**config.mk**
```make
export PLATFORM = sky130hd
export DESIGN_NAME = stepper_position_controller_top
export DESIGN_NICKNAME = d
export VERILOG_FILES = /design/src/spc_pkg.sv /design/src/spc_tick_core.sv /design/src/stepper_position_controller_top.sv
export SDC_FILE = /design/constraint.sdc
export NUM_CORES = 1
export LEC_CHECK = 0
export BUFFER_PORTS_ARGS = -buffer_cell sky130_fd_sc_hd__buf_2
export CORE_UTILIZATION = 40
export CTS_CLUSTER_SIZE = 12
export DETAILED_ROUTE_END_ITERATION = 8
export HOLD_SLACK_MARGIN = 0.02
export REMOVE_ABC_BUFFERS = 1
export SLEW_MARGIN = 20
export SYNTH_ARGS = -nofsm -noshare
export SYNTH_HDL_FRONTEND = slang
export SYNTH_SLANG_ARGS = --single-unit
```
**constraint.sdc**
```tcl
create_clock -name clock -period 14.2 [get_ports clock]
set_clock_uncertainty 0.2 [all_clocks]
set_input_delay 3.55 -clock clock [delete_from_list [all_inputs] [get_ports clock]]
set_output_delay 3.55 -clock clock [all_outputs]
set_load 0.03 [all_outputs]
```
**src/spc_pkg.sv**
```systemverilog
package spc_pkg;

   // command codes carried on req_tuser
   localparam logic [1:0] OP_NONE        = 2'd0;
   localparam logic [1:0] OP_SINGLE_STEP = 2'd1;
   localparam logic [1:0] OP_HOME        = 2'd2;
   localparam logic [1:0] OP_GOTO        = 2'd3;

   // configuration register indexes
   localparam logic [7:0] REG_STEP_DIVIDER = 8'd0;
   localparam logic [7:0] REG_HOLD_TICKS   = 8'd1;

   localparam logic [7:0]  STEP_DIVIDER_RESET = 8'd1;
   localparam logic [15:0] HOLD_TICKS_RESET   = 16'd100;

   typedef struct packed {
      logic [1:0]  command;
      logic        step_direction;
      logic [15:0] target_position;
      logic        limit_switch;
   } req_type;

   typedef struct packed {
      logic [3:0]  coil_pattern;
      logic [15:0] position;
      logic        command_active;
      logic        moving;
   } rsp_type;

   typedef struct packed {
      logic [7:0]  step_divider;
      logic [15:0] hold_ticks;
   } cfg_type;

   // coil drive per phase
   function automatic logic [3:0] coil_lookup(input logic [1:0] ph);
      logic [3:0] pat;
      case (ph)
         2'd0: pat = 4'd1;
         2'd1: pat = 4'd4;
         2'd2: pat = 4'd2;
         2'd3: pat = 4'd8;
         default: pat = 4'd0;
      endcase
      return pat;
   endfunction

endpackage

```
**src/spc_tick_core.sv**
```systemverilog
module spc_tick_core (
   input  logic              clock,
   input  logic              reset,
   input  logic              tick,
   input  spc_pkg::req_type  req,
   input  spc_pkg::cfg_type  cfg,
   output spc_pkg::rsp_type  rsp
);

   logic [1:0]  act_cmd_ff, act_cmd_in;
   logic        running_ff, running_in;
   logic        direction_ff, direction_in;
   logic [7:0]  div_count_ff, div_count_in;
   logic [15:0] hold_count_ff, hold_count_in;
   logic [1:0]  phase_ff, phase_in;
   logic [15:0] position_ff, position_in;
   logic [15:0] goal_ff, goal_in;

   always_comb begin
      act_cmd_in    = act_cmd_ff;
      running_in    = running_ff;
      direction_in  = direction_ff;
      div_count_in  = div_count_ff;
      hold_count_in = hold_count_ff;
      phase_in      = phase_ff;
      position_in   = position_ff;
      goal_in       = goal_ff;
      rsp           = '0;

      // new command replaces the active one
      if (req.command != spc_pkg::OP_NONE) begin
         act_cmd_in = req.command;
         if (req.command == spc_pkg::OP_SINGLE_STEP) begin
            direction_in = req.step_direction;
         end
         if (req.command == spc_pkg::OP_GOTO) begin
            goal_in = req.target_position;
         end
      end

      case (act_cmd_in)
         spc_pkg::OP_SINGLE_STEP: begin
            hold_count_in = cfg.hold_ticks;
            phase_in      = direction_in ? phase_in + 2'd1 : phase_in - 2'd1;
            position_in   = direction_in ? position_in + 16'd1 : position_in - 16'd1;
            act_cmd_in    = spc_pkg::OP_NONE;
         end
         spc_pkg::OP_HOME: begin
            direction_in = 1'b0;
            running_in   = 1'b1;
            if (req.limit_switch) begin
               running_in  = 1'b0;
               act_cmd_in  = spc_pkg::OP_NONE;
               position_in = '0;
            end
         end
         spc_pkg::OP_GOTO: begin
            if (position_in == goal_in) begin
               running_in = 1'b0;
               act_cmd_in = spc_pkg::OP_NONE;
            end else begin
               direction_in = position_in < goal_in;
               running_in   = 1'b1;
            end
         end
         default: begin
         end
      endcase

      // divider paced step while running
      if (running_in) begin
         if (div_count_in == 8'd0) begin
            div_count_in  = cfg.step_divider;
            hold_count_in = cfg.hold_ticks;
            phase_in      = direction_in ? phase_in + 2'd1 : phase_in - 2'd1;
            position_in   = direction_in ? position_in + 16'd1 : position_in - 16'd1;
         end else begin
            div_count_in = div_count_in - 8'd1;
         end
      end

      if (hold_count_in != 16'd0) begin
         hold_count_in    = hold_count_in - 16'd1;
         rsp.coil_pattern = spc_pkg::coil_lookup(phase_in);
      end

      rsp.position       = position_in;
      rsp.command_active = act_cmd_in != spc_pkg::OP_NONE;
      rsp.moving         = running_in;
   end

   always_ff @(posedge clock) begin
      if (reset) begin
         act_cmd_ff    <= spc_pkg::OP_NONE;
         running_ff    <= 1'b0;
         direction_ff  <= 1'b0;
         div_count_ff  <= '0;
         hold_count_ff <= '0;
         phase_ff      <= '0;
         position_ff   <= '0;
         goal_ff       <= '0;
      end else if (tick) begin
         act_cmd_ff    <= act_cmd_in;
         running_ff    <= running_in;
         direction_ff  <= direction_in;
         div_count_ff  <= div_count_in;
         hold_count_ff <= hold_count_in;
         phase_ff      <= phase_in;
         position_ff   <= position_in;
         goal_ff       <= goal_in;
      end
   end

endmodule

```
**src/stepper_position_controller_top.sv**
```systemverilog
// stepper position controller: one control tick per req transaction, one rsp per tick
// path: a req passes the input register, then the result register, before its rsp
// transaction is presented on rsp_tvalid and rsp_tdata
// throughput: one transaction per cycle, set by the single-pass tick logic
// between the input and result registers; rsp stalls back up through the input register
// reset: synchronous active high; clears motion state, step_divider to 1, hold_ticks to 100
module stepper_position_controller_top (
   input  logic        clock,
   input  logic        reset,
   // request channel
   input  logic        req_tvalid,
   output logic        req_tready,
   input  logic [23:0] req_tdata,   // step_direction[0], target_position[16:1], limit_switch[17]
   input  logic [1:0]  req_tuser,   // command[1:0]
   // result channel
   output logic        rsp_tvalid,
   input  logic        rsp_tready,
   output logic [23:0] rsp_tdata,   // coil_pattern[3:0], position[19:4],
                                    // command_active[20], moving[21]
   // configuration write channel
   input  logic        csr_valid,
   output logic        csr_ready,
   input  logic [7:0]  csr_index,
   input  logic [15:0] csr_data
);

   // input register
   logic             in_valid_ff, in_valid_in;
   spc_pkg::req_type in_req_ff, in_req_in;

   // result register
   logic             out_valid_ff, out_valid_in;
   spc_pkg::rsp_type out_rsp_ff, out_rsp_in;

   // configuration registers
   spc_pkg::cfg_type cfg_ff, cfg_in;

   spc_pkg::rsp_type tick_rsp;
   logic             advance;

   // the held item moves on when the result register is free or being drained
   assign advance    = in_valid_ff && (!out_valid_ff || rsp_tready);
   assign req_tready = !in_valid_ff || advance;
   assign csr_ready  = 1'b1;

   always_comb begin
      in_valid_in = in_valid_ff;
      in_req_in   = in_req_ff;
      if (req_tready) begin
         in_valid_in               = req_tvalid;
         in_req_in.command         = req_tuser;
         in_req_in.step_direction  = req_tdata[0];
         in_req_in.target_position = req_tdata[16:1];
         in_req_in.limit_switch    = req_tdata[17];
      end

      out_valid_in = out_valid_ff;
      out_rsp_in   = out_rsp_ff;
      if (advance) begin
         out_valid_in = 1'b1;
         out_rsp_in   = tick_rsp;
      end else if (rsp_tready) begin
         out_valid_in = 1'b0;
      end

      // writes to indexes outside the register list are dropped
      cfg_in = cfg_ff;
      if (csr_valid) begin
         case (csr_index)
            spc_pkg::REG_STEP_DIVIDER: cfg_in.step_divider = csr_data[7:0];
            spc_pkg::REG_HOLD_TICKS:   cfg_in.hold_ticks   = csr_data;
            default: begin
            end
         endcase
      end
   end

   always_ff @(posedge clock) begin
      if (reset) begin
         in_valid_ff         <= 1'b0;
         out_valid_ff        <= 1'b0;
         cfg_ff.step_divider <= spc_pkg::STEP_DIVIDER_RESET;
         cfg_ff.hold_ticks   <= spc_pkg::HOLD_TICKS_RESET;
      end else begin
         in_valid_ff  <= in_valid_in;
         out_valid_ff <= out_valid_in;
         cfg_ff       <= cfg_in;
      end
   end

   // payload registers carry no reset
   always_ff @(posedge clock) begin
      in_req_ff  <= in_req_in;
      out_rsp_ff <= out_rsp_in;
   end

   // motion state and the per-tick update
   spc_tick_core u_core (
      .clock (clock),
      .reset (reset),
      .tick  (advance),
      .req   (in_req_ff),
      .cfg   (cfg_ff),
      .rsp   (tick_rsp)
   );

   assign rsp_tvalid = out_valid_ff;
   assign rsp_tdata  = {2'b00, out_rsp_ff.moving, out_rsp_ff.command_active,
                        out_rsp_ff.position, out_rsp_ff.coil_pattern};

endmodule

```
==> flow_metrics.py <==
metrics = {
    "outcome": {
        "status": "completed",
    },
    "clock_network": {
        "cts_setup_buffers": 0,
        "clock_sinks": 130,
        "clkTransAtPathRegs_ns": 0.06,
        "ctsResizeCount": 0,
        "htreeDepth": 4,
        "cts_root_buffer": "clkbuf_16",
        "cts_tree": "built",
        "insertion_delay_ns": 0.43,
        "ctsHoldBuffers": 0,
        "clock_path_buffers": 2,
        "cts_made_buffers": 17,
    },
    "timing": {
        "fin_crit_ns": 8.093,
        "max_freq_mhz": 123.6,
        "tns_ns": 0,
        "rsz0062_at_grt": "no",
        "finalSetupViolCount": 0,
        "final-hold-violation-count": 0,
        "period_share_pct": 57.00,
        "fin_ws_ns": 6.107,
        "tightestPinTransition_ns": 1.025,
        "max-slew-margin-rel_pct": 31.46,
        "slew_violations": 0,
    },
    "yosys": {
        "ys_seq_area_share_pct": 37.41,
        "synth_cell_types": 87,
        "synth_area_leader_cell": "dfxtp_1",
        "synthArstFlopShare_pct": 0,
        "synth_seq_cells": 130,
        "synth_top_area_share_pct": 21.80,
        "yosys_warnings": 0,
        "synth_cells": 909,
        "synth-main-ff-cell": "dfxtp_1",
        "syn_area_um2": 8080,
        "avgSynthCellArea_um2": 8.889,
        "synth-edff-count": 42,
        "synth_top_cells_by_area": "dfxtp_1, edfxtp_1, mux2i_1",
    },
    "finish": {
        "stdcell_count": 1238,
        "layout.area.seq_um2": 3023,
        "design_area_um2": 9188,
        "fillers": 1923,
        "nets": 1053,
        "antennaDiodeCount": 0,
        "drive_gt1_share_pct": 16.44,
        "final_cell_mix": "nor2_1, dfxtp_1, nand2_1, buf_2, a21oi_1",
        "layout_commonest_cell": "nor2_1",
        "multi_input_area_um2": 4710,
        "syn_to_final_growth_pct": 13.70,
    },
    "floorplan": {
        "start_util_pct": 41.11,
        "die_height_um": 144.1,
        "core_um2": 19650,
        "die_w_um": 144.1,
        "fp.dieArea_um2": 20770,
        "row_count": 51,
        "num_io_pins": 82,
    },
    "pwr": {
        "pwr-share-seq_pct": 35.9,
        "clockPowerShare_pct": 35.6,
        "swShare_pct": 33.14,
        "power.switching_w": 0.0004049,
        "combPwrFrac_pct": 28.5,
        "internal_power_w": 0.0008168,
        "p_per_area_nw_per_um2": 133.0,
        "p_leak_nw": 3.718,
        "irDropWorstVdd_mv": 0.08972,
    },
    "route": {
        "top_layer": "met4",
        "dr_wl_met2_mm": 9.172,
        "drt-vias-per-instance": 5.648,
        "detail_route.wl_per_cell_um": 16.63,
        "vias": 6992,
        "ant_nets": 0,
        "wl_met3_um": 826,
        "routed_wl_mm": 20.58,
        "wl_met1_mm": 10.28,
        "drt-initial-drc-count": 564,
        "drc": 0,
        "first_pass_iters": 6,
    },
    "critical_path": {
        "crit_top_cell": "buf_2",
        "slowest_stage": "buf_4",
        "critPathBufInv": 3,
        "cpPeakStageDelay_ns": 0.22,
        "crit_family": "buffers and inverters",
        "critPathLaunchType": "primary input",
        "path_cells": "buf_2 > nor2b_1 > nand2_1 > buf_4 > buf_2",
        "crit_fanout": 21,
        "crit_arrival_ns": 4.34,
        "crit_required_ns": 10.45,
        "crit_path_end_kind": "output pin",
        "crit_type": "in2out",
    },
    "global_route": {
        "grtUsageTotal_pct": 20.51,
        "grt_pass1_wl_mm": 33.21,
        "antenna_found_initial": 0,
        "grt_pass1_vias": 6360,
        "overflow": 0,
        "grt_max_degree": 46,
    },
    "placement": {
        "post-place-ws_ns": 6.096,
        "postPlaceCellArea_um2": 8593,
        "portBuffers": 72,
        "dp.cells": 1206,
        "place.gp.congestion": 0.8687,
        "hpwl_mm": 14.08,
    },
    "hold_path": {
        "hold_path_class": "reg2reg",
    },
    "job": {
        "max-cap-violations": 0,
    },
}
==> power groups by stage <==
stage,Clock (W),Sequential [W],Combinational [W]
final,0.000436,0.000438,0.000348
after global routing,0.000459,0.000441,0.000387
after CTS,0.000445,0.000438,0.000346
after detailed placement,0,0.000445,0.000343
after global placement,0,0.000445,0.000340
after floorplan,0,0.000452,0.000249
==> cells in the mapped netlist, drive strengths merged (5+ instances only) <==
master / number
or3: 10
a21o: 11
o211a: 5
xnor2: 11
nand2b: 12
nor4: 16
nand2: 76
nor3: 32
a211oi: 26
a31oi: 15
mux2: 16
dfxtp: 88
buf: 17
nand4: 10
xor2: 7
o21ai: 55
nor2b: 8
a21oi: 66
or4: 9
inv: 27
ha: 37
nand3: 24
edfxtp: 42
a2111oi: 6
mux2i: 53
and3: 7
nor2: 98
o31ai: 6
a211o: 6
clkbuf: 33
o211ai: 9
==> cell type report <==
| class | instances | area share, % |
|---|---|---|
| clock buffers | 23 | 5.788 |
| clock inverters | 9 | 0.6809 |
| inverters | 27 | 1.103 |
| multi-input cells | 703 | 51.26 |
| flip-flops and latches | 130 | 32.90 |
| well taps | 265 | 3.609 |
| repair buffers | 81 | 4.657 |
==> worst min-delay path: cells and delay by family (launching register included) <==
family | cells | cell delay, ns
AOI/OAI and AO/OA | 1 | 0.05
and+or+nand+nor | 1 | 0.05
DFF | 1 | 0.31
==> metal layers <==
layer  GRT usage [%]  vias to the layer above
met4           6.593                        0
met3           3.675                       17
li1                -                     3507
met5               0                        -
met1           28.30                     3290
met2           32.32                      178
==> state kept, by name (all words and copies together), names as in the netlist, 2 cells and up <==
signal,cells
u_core.hold_count_ff,16
u_core.position_ff,16
in_req_ff,20
u_core.div_count_ff,8
u_core.phase_ff,2
rsp_tdata,22
u_core.act_cmd_ff,2
cfg_ff,24
u_core.goal_ff,16
==> kinds of logic (layout without fill, tap and decap cells) <==
logic type                 Yosys count  count (layout)  synth area share (%)
muxes                               69              69                 8.795
and+or+nand+nor                    328             328                 20.30
buffers and inverters               77             140                 4.413
adders and majority gates           38              38                 5.977
DFF                                130             130                 37.41
xor gates and xnor gates            18              18                 1.951
other                                2               3               0.09294
AOI/OAI and AO/OA                  247             247                 21.06
==> stage by stage <==
stage | power, W | utilization (%) | hold slack (ns)
2_1_floorplan | 0.0007011 | - | 0.2268
3_3_place_gp | 0.0007848 | 43.72 | 0.2382
3_5_place_dp | 0.0007881 | 43.72 | 0.2523
4_1_cts | 0.001228 | 46.75 | 0.2628
5_1_grt | 0.001286 | 46.75 | 0.2953
6_report | 0.001222 | 46.75 | 0.2635
==> final timing paths <==
path,cells after the start,slack [ns],to,start
setup / recovery,5,6.11,req_tready,rsp_tready
setup reg to reg,18,7.60,rsp_tdata[19],in_req_ff[19]
hold reg to reg,2,0.26,u_core.goal_ff[0],u_core.goal_ff[0]
hold / removal,2,0.26,u_core.goal_ff[0],u_core.goal_ff[0]
No activity file was read; power rests on OpenSTA's default activity.
